`src/design/c_operator_number_lexer_top_defines.svh`:
```
// Assertion macros for the C operator and number lexer.
// Included by the top level; uses its clock and reset names.
`ifndef C_OPERATOR_NUMBER_LEXER_TOP_DEFINES_SVH
`define C_OPERATOR_NUMBER_LEXER_TOP_DEFINES_SVH

// Same-cycle implication, checked outside reset.
`define CONLEX_ASSERT_IMP(label, cond, prop) \
   label: assert property (@(posedge clock) disable iff (reset) (cond) |-> (prop)) \
      else $error("c_operator_number_lexer: assertion failed");

// Next-cycle implication, checked outside reset.
`define CONLEX_ASSERT_NEXT(label, cond, prop) \
   label: assert property (@(posedge clock) disable iff (reset) (cond) |=> (prop)) \
      else $error("c_operator_number_lexer: assertion failed");

`endif

```
`src/design/conlex_pkg.sv`:
```
// Shared types, token and operator codes, and character classifiers for the lexer.
// No dependencies; used by conlex_scan, conlex_queue and the top level.
package conlex_pkg;

   // Token kinds.
   localparam logic [1:0] KIND_OPERATOR = 2'd0;
   localparam logic [1:0] KIND_NUMBER   = 2'd1;
   localparam logic [1:0] KIND_END      = 2'd2;
   localparam logic [1:0] KIND_INVALID  = 2'd3;

   // Operator code carried by tokens that are not operators.
   localparam logic [5:0] NO_CODE = 6'd0;

   // Operator codes, longest operators first.
   localparam logic [5:0] OP_SHL_ASSIGN = 6'd0;
   localparam logic [5:0] OP_SHR_ASSIGN = 6'd1;
   localparam logic [5:0] OP_EQ         = 6'd2;
   localparam logic [5:0] OP_NE         = 6'd3;
   localparam logic [5:0] OP_LE         = 6'd4;
   localparam logic [5:0] OP_GE         = 6'd5;
   localparam logic [5:0] OP_ADD_ASSIGN = 6'd6;
   localparam logic [5:0] OP_SUB_ASSIGN = 6'd7;
   localparam logic [5:0] OP_MUL_ASSIGN = 6'd8;
   localparam logic [5:0] OP_DIV_ASSIGN = 6'd9;
   localparam logic [5:0] OP_MOD_ASSIGN = 6'd10;
   localparam logic [5:0] OP_AND_ASSIGN = 6'd11;
   localparam logic [5:0] OP_XOR_ASSIGN = 6'd12;
   localparam logic [5:0] OP_OR_ASSIGN  = 6'd13;
   localparam logic [5:0] OP_COND       = 6'd14;
   localparam logic [5:0] OP_ARROW      = 6'd15;
   localparam logic [5:0] OP_LOR        = 6'd16;
   localparam logic [5:0] OP_LAND       = 6'd17;
   localparam logic [5:0] OP_SHR        = 6'd18;
   localparam logic [5:0] OP_SHL        = 6'd19;
   localparam logic [5:0] OP_INC        = 6'd20;
   localparam logic [5:0] OP_DEC        = 6'd21;
   localparam logic [5:0] OP_PLUS       = 6'd22;
   localparam logic [5:0] OP_MINUS      = 6'd23;
   localparam logic [5:0] OP_STAR       = 6'd24;
   localparam logic [5:0] OP_SLASH      = 6'd25;
   localparam logic [5:0] OP_PERCENT    = 6'd26;
   localparam logic [5:0] OP_LPAREN     = 6'd27;
   localparam logic [5:0] OP_RPAREN     = 6'd28;
   localparam logic [5:0] OP_LT         = 6'd29;
   localparam logic [5:0] OP_GT         = 6'd30;
   localparam logic [5:0] OP_ASSIGN     = 6'd31;
   localparam logic [5:0] OP_COMMA      = 6'd32;
   localparam logic [5:0] OP_AMP        = 6'd33;
   localparam logic [5:0] OP_CARET      = 6'd34;
   localparam logic [5:0] OP_PIPE       = 6'd35;
   localparam logic [5:0] OP_BANG       = 6'd36;
   localparam logic [5:0] OP_TILDE      = 6'd37;
   localparam logic [5:0] OP_DOT        = 6'd38;
   localparam logic [5:0] OP_LBRACKET   = 6'd39;
   localparam logic [5:0] OP_RBRACKET   = 6'd40;

   // Control characters that count as blanks: tab through carriage return.
   localparam logic [7:0] CHAR_TAB = 8'h09;
   localparam logic [7:0] CHAR_CR  = 8'h0D;

   // Result queue geometry. The depth is a power of two so the pointers wrap freely.
   localparam int QUEUE_DEPTH      = 4;
   localparam int QUEUE_PTR_BITS   = 2;
   localparam int QUEUE_COUNT_BITS = 3;
   localparam logic [QUEUE_COUNT_BITS-1:0] QUEUE_ROOM_LIMIT = 3'd2;
   localparam logic [QUEUE_COUNT_BITS-1:0] QUEUE_FULL       = 3'd4;

   typedef struct packed {
      logic first;
      logic second;
   } push_type;

   typedef struct packed {
      logic                        room;
      logic                        nonempty;
      logic [QUEUE_COUNT_BITS-1:0] count;
   } queue_status_type;

   typedef struct packed {
      logic       hit;
      logic [5:0] code;
   } op_hit_type;

   function automatic logic is_blank(input logic [7:0] c);
      return (c == " ") || ((c >= CHAR_TAB) && (c <= CHAR_CR));
   endfunction

   function automatic logic is_digit(input logic [7:0] c);
      return (c >= "0") && (c <= "9");
   endfunction

   // True for characters that begin some operator of two or more characters.
   function automatic logic starts_longer(input logic [7:0] c);
      logic r;
      unique case (c) inside
         "=", "!", "<", ">", "+", "-", "*", "/", "%", "&", "^", "|", "?": r = 1'b1;
         default: r = 1'b0;
      endcase
      return r;
   endfunction

   function automatic op_hit_type single_op(input logic [7:0] c);
      op_hit_type r;
      r.hit  = 1'b1;
      r.code = NO_CODE;
      unique case (c)
         "+": r.code = OP_PLUS;
         "-": r.code = OP_MINUS;
         "*": r.code = OP_STAR;
         "/": r.code = OP_SLASH;
         "%": r.code = OP_PERCENT;
         "(": r.code = OP_LPAREN;
         ")": r.code = OP_RPAREN;
         "<": r.code = OP_LT;
         ">": r.code = OP_GT;
         "=": r.code = OP_ASSIGN;
         ",": r.code = OP_COMMA;
         "&": r.code = OP_AMP;
         "^": r.code = OP_CARET;
         "|": r.code = OP_PIPE;
         "!": r.code = OP_BANG;
         "~": r.code = OP_TILDE;
         ".": r.code = OP_DOT;
         "[": r.code = OP_LBRACKET;
         "]": r.code = OP_RBRACKET;
         default: r.hit = 1'b0;
      endcase
      return r;
   endfunction

   function automatic op_hit_type pair_op(input logic [7:0] c0, input logic [7:0] c1);
      op_hit_type r;
      r.hit  = 1'b1;
      r.code = NO_CODE;
      unique case ({c0, c1})
         "==": r.code = OP_EQ;
         "!=": r.code = OP_NE;
         "<=": r.code = OP_LE;
         ">=": r.code = OP_GE;
         "+=": r.code = OP_ADD_ASSIGN;
         "-=": r.code = OP_SUB_ASSIGN;
         "*=": r.code = OP_MUL_ASSIGN;
         "/=": r.code = OP_DIV_ASSIGN;
         "%=": r.code = OP_MOD_ASSIGN;
         "&=": r.code = OP_AND_ASSIGN;
         "^=": r.code = OP_XOR_ASSIGN;
         "|=": r.code = OP_OR_ASSIGN;
         "?:": r.code = OP_COND;
         "->": r.code = OP_ARROW;
         "||": r.code = OP_LOR;
         "&&": r.code = OP_LAND;
         ">>": r.code = OP_SHR;
         "<<": r.code = OP_SHL;
         "++": r.code = OP_INC;
         "--": r.code = OP_DEC;
         default: r.hit = 1'b0;
      endcase
      return r;
   endfunction

endpackage

```
`src/design/c_operator_number_lexer_top.sv`:
```
// C operator and number lexer: one source byte per item, zero to two tokens out.
// An accepted item waits in the input register until the queue has room; the scan then
// writes its tokens into the queue together, and the queue offers them one at a time.
// Throughput: one item per cycle, set by the single-pass scan between the input register
// and a four-entry result queue; the input stalls while the queue has room for fewer than two.
// Reset (synchronous, active high) clears the scanner, the byte offset and the queue.
`include "c_operator_number_lexer_top_defines.svh"

module c_operator_number_lexer_top
   import conlex_pkg::*;
#(
   parameter int POSITION_BITS = 16,
   parameter int VALUE_BITS    = 32
) (
   input  logic                     clock,
   input  logic                     reset,

   input  logic                     req_valid,
   output logic                     req_stall,
   input  logic [7:0]               req_char_byte,
   input  logic                     req_end_marker,

   output logic                     rsp_valid,
   input  logic                     rsp_stall,
   output logic [1:0]               rsp_token_kind,
   output logic [5:0]               rsp_operator_code,
   output logic [VALUE_BITS-2:0]    rsp_number_value,
   output logic                     rsp_value_overflow,
   output logic [POSITION_BITS-1:0] rsp_start_position,
   output logic [POSITION_BITS-1:0] rsp_token_length,
   output logic                     rsp_last_of_run
);

   // A token travels through the queue as one word. From the low end: length, start
   // position, overflow flag, value, operator code, kind and the last-of-run flag.
   // The scanner packs the word in the same order.
   localparam int WORD_BITS = 2 * POSITION_BITS + VALUE_BITS + 9;
   localparam int START_LO  = POSITION_BITS;
   localparam int OVF_BIT   = 2 * POSITION_BITS;
   localparam int VALUE_LO  = 2 * POSITION_BITS + 1;
   localparam int CODE_LO   = 2 * POSITION_BITS + VALUE_BITS;
   localparam int KIND_LO   = CODE_LO + 6;
   localparam int LAST_BIT  = KIND_LO + 2;

   // The input register holds one accepted item until the queue can take its tokens.
   logic                 in_valid_ff, in_valid_in;
   logic [7:0]           in_char_ff, in_char_in;
   logic                 in_end_ff, in_end_in;

   logic                 req_take;
   logic                 step;
   push_type             push;
   logic [WORD_BITS-1:0] word_a, word_b, word_out;
   queue_status_type     q_status;

   // The scan may emit two tokens, so an item only moves on when two slots are free.
   assign step      = in_valid_ff && q_status.room;
   assign req_stall = in_valid_ff && !q_status.room;
   assign req_take  = req_valid && !req_stall;

   always_comb begin
      in_valid_in = in_valid_ff;
      in_char_in  = in_char_ff;
      in_end_in   = in_end_ff;
      if (req_take) begin
         in_valid_in = 1'b1;
         in_char_in  = req_char_byte;
         in_end_in   = req_end_marker;
      end else if (step) begin
         in_valid_in = 1'b0;
      end
   end

   always_ff @(posedge clock) begin
      if (reset) begin
         in_valid_ff <= 1'b0;
      end else begin
         in_valid_ff <= in_valid_in;
      end
   end

   // Payload of the input register needs no reset; it is qualified by in_valid_ff.
   always_ff @(posedge clock) begin
      in_char_ff <= in_char_in;
      in_end_ff  <= in_end_in;
   end

   conlex_scan #(
      .POSITION_BITS (POSITION_BITS),
      .VALUE_BITS    (VALUE_BITS),
      .WORD_BITS     (WORD_BITS)
   ) u_scan (
      .clock      (clock),
      .reset      (reset),
      .step       (step),
      .char_byte  (in_char_ff),
      .end_marker (in_end_ff),
      .push       (push),
      .word_a     (word_a),
      .word_b     (word_b)
   );

   // The queue doubles as the result register; a waiting token never blocks the input
   // side while two slots remain free.
   conlex_queue #(
      .WIDTH (WORD_BITS)
   ) u_queue (
      .clock    (clock),
      .reset    (reset),
      .push     (push),
      .data_a   (word_a),
      .data_b   (word_b),
      .pop      (rsp_valid && !rsp_stall),
      .data_out (word_out),
      .status   (q_status)
   );

   assign rsp_valid          = q_status.nonempty;
   assign rsp_token_length   = word_out[POSITION_BITS-1:0];
   assign rsp_start_position = word_out[START_LO +: POSITION_BITS];
   assign rsp_value_overflow = word_out[OVF_BIT];
   assign rsp_number_value   = word_out[VALUE_LO +: (VALUE_BITS-1)];
   assign rsp_operator_code  = word_out[CODE_LO +: 6];
   assign rsp_token_kind     = word_out[KIND_LO +: 2];
   assign rsp_last_of_run    = word_out[LAST_BIT];

   // The queue must never be pushed beyond its depth.
   `CONLEX_ASSERT_IMP(a_queue_bound, 1'b1, q_status.count <= QUEUE_FULL)
   // The scanner fills the first slot before the second.
   `CONLEX_ASSERT_IMP(a_push_order, push.second, push.first)
   // An end item always yields at least the end token.
   `CONLEX_ASSERT_NEXT(a_end_emits, step && in_end_ff, rsp_valid)
   // An item held back for lack of queue room is kept, not dropped.
   `CONLEX_ASSERT_NEXT(a_held_item, in_valid_ff && !q_status.room, in_valid_ff)

endmodule

```
`src/design/conlex_scan.sv`:
```
// Scanner state and the single-pass token logic: up to two tokens per byte.
// Depends on conlex_pkg. Token word layout is shared with the top level.
module conlex_scan
   import conlex_pkg::*;
#(
   parameter int POSITION_BITS = 16,
   parameter int VALUE_BITS    = 32,
   parameter int WORD_BITS     = 2 * POSITION_BITS + VALUE_BITS + 9
) (
   input  logic                 clock,
   input  logic                 reset,
   input  logic                 step,
   input  logic [7:0]           char_byte,
   input  logic                 end_marker,
   output push_type             push,
   output logic [WORD_BITS-1:0] word_a,
   output logic [WORD_BITS-1:0] word_b
);

   localparam logic [VALUE_BITS-2:0]    VALUE_LIMIT = {(VALUE_BITS-1){1'b1}};
   localparam logic [POSITION_BITS-1:0] ONE_LEN     = {{(POSITION_BITS-1){1'b0}}, 1'b1};

   // Word layout, high to low: last, kind, code, value, overflow, start, length.
   // The last bit is left clear here and set on the way out.
   function automatic logic [WORD_BITS-1:0] pack(
      input logic [1:0]               kind,
      input logic [5:0]               code,
      input logic [VALUE_BITS-2:0]    value,
      input logic                     ovf,
      input logic [POSITION_BITS-1:0] start,
      input logic [POSITION_BITS-1:0] len
   );
      return {1'b0, kind, code, value, ovf, start, len};
   endfunction

   logic [7:0]               pend_char_ff, pend_char_in;
   logic [1:0]               pend_cnt_ff, pend_cnt_in;
   logic [VALUE_BITS-2:0]    acc_ff, acc_in;
   logic                     num_act_ff, num_act_in;
   logic                     sat_ff, sat_in;
   logic [POSITION_BITS-1:0] tok_start_ff, tok_start_in;
   logic [POSITION_BITS-1:0] pos_ff, pos_in;
   logic                     halt_ff, halt_in;

   logic                     c_digit;
   logic [VALUE_BITS+2:0]    acc_times_ten;
   logic                     acc_over;

   logic                     fresh_emit, fresh_num, fresh_pend, fresh_halt;
   op_hit_type               fresh_single;
   logic [WORD_BITS-1:0]     fresh_word;

   logic                     ext_prefix;
   op_hit_type               pair_hit, full_hit, flush_hit;
   logic [1:0]               cnt_plus;
   logic [WORD_BITS-1:0]     num_word, end_word, err_word, full_word, flush_word;

   logic                     take_fresh, fresh_second;
   push_type                 push_raw;
   logic [WORD_BITS-1:0]     raw_a, raw_b;

   assign c_digit = is_digit(char_byte);

   // Multiply by ten and add the digit; the low nibble of an ASCII digit is its value.
   assign acc_times_ten = {1'b0, acc_ff, 3'b000} + {3'b000, acc_ff, 1'b0}
                        + {{(VALUE_BITS-1){1'b0}}, char_byte[3:0]};
   assign acc_over      = acc_times_ten > {4'b0000, VALUE_LIMIT};

   // Treatment of a byte that starts fresh, with nothing pending.
   assign fresh_single = single_op(char_byte);
   assign fresh_num    = c_digit;
   assign fresh_pend   = !is_blank(char_byte) && !c_digit && starts_longer(char_byte);
   assign fresh_emit   = !is_blank(char_byte) && !c_digit && !starts_longer(char_byte);
   assign fresh_halt   = fresh_emit && !fresh_single.hit;
   assign fresh_word   = fresh_single.hit
                       ? pack(KIND_OPERATOR, fresh_single.code, '0, 1'b0, pos_ff, ONE_LEN)
                       : pack(KIND_INVALID, NO_CODE, '0, 1'b0, pos_ff, ONE_LEN);

   // Pending operator: extension, full match with this byte, or flush on its own.
   assign ext_prefix = (pend_cnt_ff == 2'd1) && (char_byte == pend_char_ff)
                     && ((pend_char_ff == "<") || (pend_char_ff == ">"));
   assign pair_hit   = pair_op(pend_char_ff, char_byte);
   assign cnt_plus   = pend_cnt_ff + 2'd1;

   always_comb begin
      if (pend_cnt_ff == 2'd1) begin
         full_hit  = pair_hit;
         flush_hit = single_op(pend_char_ff);
      end else begin
         full_hit.hit   = char_byte == "=";
         full_hit.code  = (pend_char_ff == "<") ? OP_SHL_ASSIGN : OP_SHR_ASSIGN;
         flush_hit.hit  = 1'b1;
         flush_hit.code = (pend_char_ff == "<") ? OP_SHL : OP_SHR;
      end
   end

   assign num_word   = pack(KIND_NUMBER, NO_CODE, acc_ff, sat_ff, tok_start_ff,
                            pos_ff - tok_start_ff);
   assign end_word   = pack(KIND_END, NO_CODE, '0, 1'b0, pos_ff, '0);
   assign err_word   = pack(KIND_INVALID, NO_CODE, '0, 1'b0, tok_start_ff, ONE_LEN);
   assign full_word  = pack(KIND_OPERATOR, full_hit.code, '0, 1'b0, tok_start_ff,
                            {{(POSITION_BITS-2){1'b0}}, cnt_plus});
   assign flush_word = pack(KIND_OPERATOR, flush_hit.code, '0, 1'b0, tok_start_ff,
                            {{(POSITION_BITS-2){1'b0}}, pend_cnt_ff});

   always_comb begin
      pend_char_in = pend_char_ff;
      pend_cnt_in  = pend_cnt_ff;
      acc_in       = acc_ff;
      num_act_in   = num_act_ff;
      sat_in       = sat_ff;
      tok_start_in = tok_start_ff;
      pos_in       = pos_ff;
      halt_in      = halt_ff;
      push_raw     = '0;
      raw_a        = '0;
      raw_b        = '0;
      take_fresh   = 1'b0;
      fresh_second = 1'b0;

      if (step) begin
         if (end_marker) begin
            if (!halt_ff && num_act_ff) begin
               push_raw.first = 1'b1;
               raw_a          = num_word;
            end else if (!halt_ff && (pend_cnt_ff != 2'd0)) begin
               push_raw.first = 1'b1;
               raw_a          = flush_hit.hit ? flush_word : err_word;
            end
            if (push_raw.first) begin
               push_raw.second = 1'b1;
               raw_b           = end_word;
            end else begin
               push_raw.first = 1'b1;
               raw_a          = end_word;
            end
            pend_char_in = '0;
            pend_cnt_in  = '0;
            acc_in       = '0;
            num_act_in   = 1'b0;
            sat_in       = 1'b0;
            tok_start_in = '0;
            pos_in       = '0;
            halt_in      = 1'b0;
         end else begin
            pos_in = pos_ff + 1'b1;
            if (halt_ff) begin
               // Bytes are only counted until the end item.
            end else if (num_act_ff) begin
               if (c_digit) begin
                  if (sat_ff || acc_over) begin
                     acc_in = VALUE_LIMIT;
                     sat_in = 1'b1;
                  end else begin
                     acc_in = acc_times_ten[VALUE_BITS-2:0];
                  end
               end else begin
                  push_raw.first = 1'b1;
                  raw_a          = num_word;
                  num_act_in     = 1'b0;
                  take_fresh     = 1'b1;
                  fresh_second   = 1'b1;
               end
            end else if (pend_cnt_ff != 2'd0) begin
               if (ext_prefix) begin
                  pend_cnt_in = 2'd2;
               end else if (full_hit.hit) begin
                  push_raw.first = 1'b1;
                  raw_a          = full_word;
                  pend_cnt_in    = '0;
                  pend_char_in   = '0;
               end else if (flush_hit.hit) begin
                  push_raw.first = 1'b1;
                  raw_a          = flush_word;
                  pend_cnt_in    = '0;
                  pend_char_in   = '0;
                  take_fresh     = 1'b1;
                  fresh_second   = 1'b1;
               end else begin
                  // A question mark without its colon; the byte after it is dropped.
                  push_raw.first = 1'b1;
                  raw_a          = err_word;
                  pend_cnt_in    = '0;
                  pend_char_in   = '0;
                  halt_in        = 1'b1;
               end
            end else begin
               take_fresh = 1'b1;
            end
         end
      end

      if (take_fresh) begin
         if (fresh_num) begin
            num_act_in   = 1'b1;
            sat_in       = 1'b0;
            acc_in       = {{(VALUE_BITS-5){1'b0}}, char_byte[3:0]};
            tok_start_in = pos_ff;
         end
         if (fresh_pend) begin
            pend_char_in = char_byte;
            pend_cnt_in  = 2'd1;
            tok_start_in = pos_ff;
         end
         if (fresh_halt) begin
            halt_in = 1'b1;
         end
         if (fresh_emit) begin
            if (fresh_second) begin
               push_raw.second = 1'b1;
               raw_b           = fresh_word;
            end else begin
               push_raw.first = 1'b1;
               raw_a          = fresh_word;
            end
         end
      end
   end

   assign push   = push_raw;
   assign word_a = {~push_raw.second, raw_a[WORD_BITS-2:0]};
   assign word_b = {1'b1, raw_b[WORD_BITS-2:0]};

   always_ff @(posedge clock) begin
      if (reset) begin
         pend_char_ff <= '0;
         pend_cnt_ff  <= '0;
         acc_ff       <= '0;
         num_act_ff   <= 1'b0;
         sat_ff       <= 1'b0;
         tok_start_ff <= '0;
         pos_ff       <= '0;
         halt_ff      <= 1'b0;
      end else begin
         pend_char_ff <= pend_char_in;
         pend_cnt_ff  <= pend_cnt_in;
         acc_ff       <= acc_in;
         num_act_ff   <= num_act_in;
         sat_ff       <= sat_in;
         tok_start_ff <= tok_start_in;
         pos_ff       <= pos_in;
         halt_ff      <= halt_in;
      end
   end

endmodule

```
`src/design/conlex_queue.sv`:
```
// Result queue: takes up to two token words per cycle, hands out one per cycle while popped.
// Depends on conlex_pkg for its geometry and status struct.
module conlex_queue
   import conlex_pkg::*;
#(
   parameter int WIDTH = 73
) (
   input  logic             clock,
   input  logic             reset,
   input  push_type         push,
   input  logic [WIDTH-1:0] data_a,
   input  logic [WIDTH-1:0] data_b,
   input  logic             pop,
   output logic [WIDTH-1:0] data_out,
   output queue_status_type status
);

   logic [WIDTH-1:0]            entry_ff [QUEUE_DEPTH];
   logic [QUEUE_PTR_BITS-1:0]   head_ff, head_in;
   logic [QUEUE_PTR_BITS-1:0]   tail_ff, tail_in;
   logic [QUEUE_COUNT_BITS-1:0] count_ff, count_in;
   logic [QUEUE_COUNT_BITS-1:0] push_count;
   logic [QUEUE_PTR_BITS-1:0]   tail_next;

   assign push_count = {{(QUEUE_COUNT_BITS-1){1'b0}}, push.first}
                     + {{(QUEUE_COUNT_BITS-1){1'b0}}, push.second};
   assign tail_next  = tail_ff + 1'b1;
   assign tail_in    = tail_ff + push_count[QUEUE_PTR_BITS-1:0];
   assign head_in    = head_ff + {{(QUEUE_PTR_BITS-1){1'b0}}, pop};
   assign count_in   = count_ff + push_count - {{(QUEUE_COUNT_BITS-1){1'b0}}, pop};

   always_ff @(posedge clock) begin
      if (reset) begin
         head_ff  <= '0;
         tail_ff  <= '0;
         count_ff <= '0;
      end else begin
         head_ff  <= head_in;
         tail_ff  <= tail_in;
         count_ff <= count_in;
      end
   end

   always_ff @(posedge clock) begin
      if (push.first) begin
         entry_ff[tail_ff] <= data_a;
      end
      if (push.second) begin
         entry_ff[tail_next] <= data_b;
      end
   end

   assign data_out        = entry_ff[head_ff];
   assign status.room     = count_ff <= QUEUE_ROOM_LIMIT;
   assign status.nonempty = count_ff != '0;
   assign status.count    = count_ff;

endmodule
```
`config.mk`:
```
export PLATFORM = sky130hd
export DESIGN_NAME = c_operator_number_lexer_top
export DESIGN_NICKNAME = d
export VERILOG_FILES = /design/src/design/conlex_pkg.sv /design/src/design/c_operator_number_lexer_top.sv /design/src/design/conlex_scan.sv /design/src/design/conlex_queue.sv
export VERILOG_INCLUDE_DIRS = /design/src /design/src/design
export SDC_FILE = /design/constraint.sdc
export NUM_CORES = 1
export LEC_CHECK = 0
export BUFFER_PORTS_ARGS = -buffer_cell sky130_fd_sc_hd__buf_4
export CAP_MARGIN = 20
export CELL_PAD_IN_SITES_DETAIL_PLACEMENT = 1
export CELL_PAD_IN_SITES_GLOBAL_PLACEMENT = 1
export CORE_AREA = 5 5 214 216
export DETAILED_ROUTE_END_ITERATION = 10
export DIE_AREA = 0 0 219 221
export HOLD_SLACK_MARGIN = 0.06
export PLACE_DENSITY = 0.81
export SLEW_MARGIN = 20
export SYNTH_ARGS = -nofsm -noshare
export SYNTH_HDL_FRONTEND = slang
export SYNTH_SLANG_ARGS = --single-unit
```
`constraint.sdc`:
```
create_clock -name clock -period 5.8 [get_ports clock]
set_input_delay 0.58 -clock clock [delete_from_list [all_inputs] [get_ports clock]]
set_output_delay 0.58 -clock clock [all_outputs]
set_load 0.005 [all_outputs]
```
==> results.sh <==
export IMPL_vias=18650
export IMPL_finalSetupTns_ns=0
export IMPL_io_pins=88
export IMPL_dieArea_sq_um=48400
export IMPL_p_int_mw=4.946
export IMPL_hold_start="req_char_byte[1]"
export IMPL_critical_path_max_stage_delay_ns=0.69
export IMPL_num_rows=77
export IMPL_core_area_sq_um=43740
export IMPL_peakVddDrop_v=0.0002198
export IMPL_drv_cap=0
export IMPL_wl_per_cell_microns=24.78
export IMPL_r2r_cells=14
export IMPL_nets=2346
export IMPL_hold_buffers=0
export IMPL_grt_setup_unrepaired="false"
export IMPL_period_needed_ns=4.932
export IMPL_crit_slowest_cell="nand4_1"
export IMPL_grt_pass1_vias=19700
export IMPL_crit_top_cell="fa_1"
export IMPL_area_growth_pct=10.39
export IMPL_hold_viol=0
export IMPL_grt_overflow=0
export IMPL_grt_max_degree=82
export IMPL_route_detailed_drc=0
export IMPL_start_util=0.4838
export IMPL_p_leak_nw=8.415
export IMPL_dp_final_hpwl_mm=46.62
export IMPL_wl_mm=71.16
export IMPL_path_cells="buf_4, inv_1, fa_1, fa_1, nand2b_1, a211oi_1, o31a_1, a221oi_2, o211ai_2, o21ai_2, mux2i_1, nand4_1, o221a_2, a221o_1"
export IMPL_share_comb_of_total_power=0.142
export IMPL_synth_main_ff_cell="dfxtp_1"
export IMPL_synth_cells=2266
export IMPL_dr_pass1_iters=6
export IMPL_regToRegEndpoint="u_scan.acc_ff[2]$_SDFF_PP0_"
export IMPL_place_ws_ns=0.9062
export IMPL_r2r_start="in_char_ff[3]$_DFFE_PP_"
export IMPL_async_flop_share=0
export IMPL_drtIter0Drc=1823
export IMPL_cts_resized_gates=0
export IMPL_syn_avg_cell_area_sq_um=9.338
export IMPL_slew_violations=0
export IMPL_clockPowerShare=0.423
export IMPL_arrival_ns=5.41
export IMPL_path_max_fanout=22
export IMPL_io_buffers=87
export IMPL_gp_congestion=0.9179
export IMPL_clock_latency_ns=0.61
export IMPL_switchingPower_mw=1.897
export IMPL_crit_buf_inv=2
export IMPL_relSlewSlack=0.2065
export IMPL_switching_share=0.2772
export IMPL_critPathLaunchType="flip-flop"
export IMPL_synth_area_sq_um=21160
export IMPL_die_x_microns=219
export IMPL_setup_viol=0
export IMPL_drive_gt1_frac=0.1430
export IMPL_worstPathRequired_ns=6.28
export IMPL_synth_edf_count=109
export IMPL_seqPwrFrac=0.435
export IMPL_clkSinkCount=385
export IMPL_antenna_found_initial=0
export IMPL_skew_ns=0.03650
export IMPL_yosysSeqAreaShare=0.4158
export IMPL_syn_nets=2368
export IMPL_pwr_density_cell_nw_per_um2=293.0
export IMPL_die_y_microns=221
export IMPL_mostFrequentLayoutCell="nand2_1"
export IMPL_finalCritPeriodShare=0.8504
export IMPL_power_total_mw=6.843
export IMPL_crit_family="compound AO/OA/AOI/OAI gates"
export IMPL_ctsHtreeMaxLevel=2
export IMPL_hold_class="in -> reg"
export IMPL_drtAntennaViolNets=0
export IMPL_cp_end_kind="flip-flop"
export IMPL_holdWs_ns=0.1556
export IMPL_status="completed"
export IMPL_hold_end="in_char_ff[1]$_DFFE_PP_"
export IMPL_postCtsSetupBuffers=0
export IMPL_synth_seq_cells=385
export IMPL_clockRootBuffer="clkbuf_16"
export IMPL_ys_warn_count=0
export IMPL_critPathKind="reg -> reg"
export IMPL_fin_ws_ns=0.8676
export IMPL_fin_util=0.5340
export IMPL_grt_total_usage=0.2864
export IMPL_holdPathStages=1
export IMPL_cts_tree="yes"
export IMPL_clk_pin_slew_ns=0.06
export IMPL_final_cell_mix="444 x nand2_1, 274 x dfxtp_1, 219 x o22ai_1, 115 x buf_4, 112 x a21oi_1"
export IMPL_tightest_slew_ns=1.190
export IMPL_max_freq_ghz=0.2027
export IMPL_clockBufferDepth=3
export IMPL_antenna_diode_count=0
export IMPL_r2r_slack_ns=0.87
export IMPL_synth_distinct_cells=104
export IMPL_vias_per_cell=6.497
export IMPL_numCtsBuffers=43
export IMPL_grt_pass1_wl_mm=111.9
metrics by stage:
stage	cell area, sq um	std cells
global placement	21870	2791
floorplan	21160	2266
finish	23360	2871
global route	23360	2871
detailed placement	21870	2791
CTS	23360	2871
cells in the mapped netlist, drive strengths merged, types with 8 or more instances:
master	instances	area, sq um
buf	121	710.7
mux4	73	1644
or3	15	93.84
a21oi	113	569.3
a31oi	11	75.07
o21bai	9	112.6
dfxtp	276	5525
o221ai	8	82.58
nor3	27	151.4
nor4	8	56.30
o21ai	126	638.1
nor2	92	352.8
ha	85	1064
inv	51	191.4
xor2	34	297.8
o22a	10	87.58
nand2	451	1715
nand3	57	297.8
and3	12	75.07
nand4	14	87.58
clkbuf	61	229.0
o21a	10	75.07
o22ai	219	1370
o221a	8	90.09
xnor2	36	315.3
nand2b	25	156.4
o211ai	14	123.9
nor2b	17	106.4
edfxtp	109	3273
a21o	18	135.1
a211oi	14	110.1
cells by family (layout without fill, tap and decap cells):
family                   count (synthesis)  in the layout  share of synthesized area
flip-flops                             385            385                     0.4158
multiplexers                            78             78                    0.08018
buffers and inverters                  233            246                    0.05345
AND/OR/NAND/NOR                        769            769                     0.1666
XOR/XNOR                                70             70                    0.02897
adder cells (fa/ha/maj)                 90             90                    0.05452
AO/OA/AOI/OAI                          641            641                     0.2005
layout make-up:
cell class | count | area [sq um]
Clock buffer | 64 | 1265
Clock inverter | 16 | 227.7
Fill cell | 4990 | 20380
Inverter | 51 | 191.4
Multi-Input combinational cell | 1648 | 11260
Sequential cell | 385 | 8806
Tap cell | 592 | 740.7
Timing Repair Buffer | 115 | 863.3
layer usage:
layer / part of all wire / global-route usage
met4: 0.034 / 0.1001
met1: 0.41 / 0.3759
met5: 0 / 0
met2: 0.48 / 0.4776
met3: 0.071 / 0.05057
power by group through the flow:
stage,logic [mW],clock network (mW),registers (mW)
global route,1.04,3.04,2.99
floorplan,0.711,0,2.93
finish,0.972,2.89,2.98
CTS,0.981,2.92,2.98
global placement,0.952,0,3.03
detailed placement,0.975,0,3.03
sequential cells by signal, summed over array words and instances, names as in the netlist, 2 cells and up:
name / cells
in_char_ff: 8
u_queue.count_ff: 3
u_queue.entry_ff: 292
u_queue.head_ff: 2
u_queue.tail_ff: 2
u_scan.acc_ff: 31
u_scan.pend_char_ff: 8
u_scan.pend_cnt_ff: 2
u_scan.pos_ff: 16
u_scan.tok_start_ff: 16
worst reg2reg max path, stage by stage, from the launching register on:
cell and delay [ns]:
edfxtp_1 0.32, buf_4 0.24, inv_1 0.12, fa_1 0.55, fa_1 0.48, nand2b_1 0.19
a211oi_1 0.34, o31a_1 0.25, a221oi_2 0.10, o211ai_2 0.30, o21ai_2 0.12, mux2i_1 0.39
nand4_1 0.69, o221a_2 0.50, a221o_1 0.26
how the worst max path moves through the flow:
stage	slack [ns]	cells after the start	start	to
finish	0.87	14	in_char_ff[3]$_DFFE_PP_	u_scan.acc_ff[2]$_SDFF_PP0_
global route	0.61	15	in_char_ff[3]$_DFFE_PP_	u_scan.acc_ff[2]$_SDFF_PP0_
CTS	0.90	14	in_char_ff[3]$_DFFE_PP_	u_scan.acc_ff[2]$_SDFF_PP0_
detailed placement	0.91	14	in_char_ff[3]$_DFFE_PP_	u_scan.acc_ff[2]$_SDFF_PP0_
global placement	1.05	14	in_char_ff[3]$_DFFE_PP_	u_scan.acc_ff[2]$_SDFF_PP0_
floorplan	1.51	16	in_char_ff[3]$_DFFE_PP_	u_scan.acc_ff[10]$_SDFF_PP0_
No activity file was read; power rests on OpenSTA's default activity.
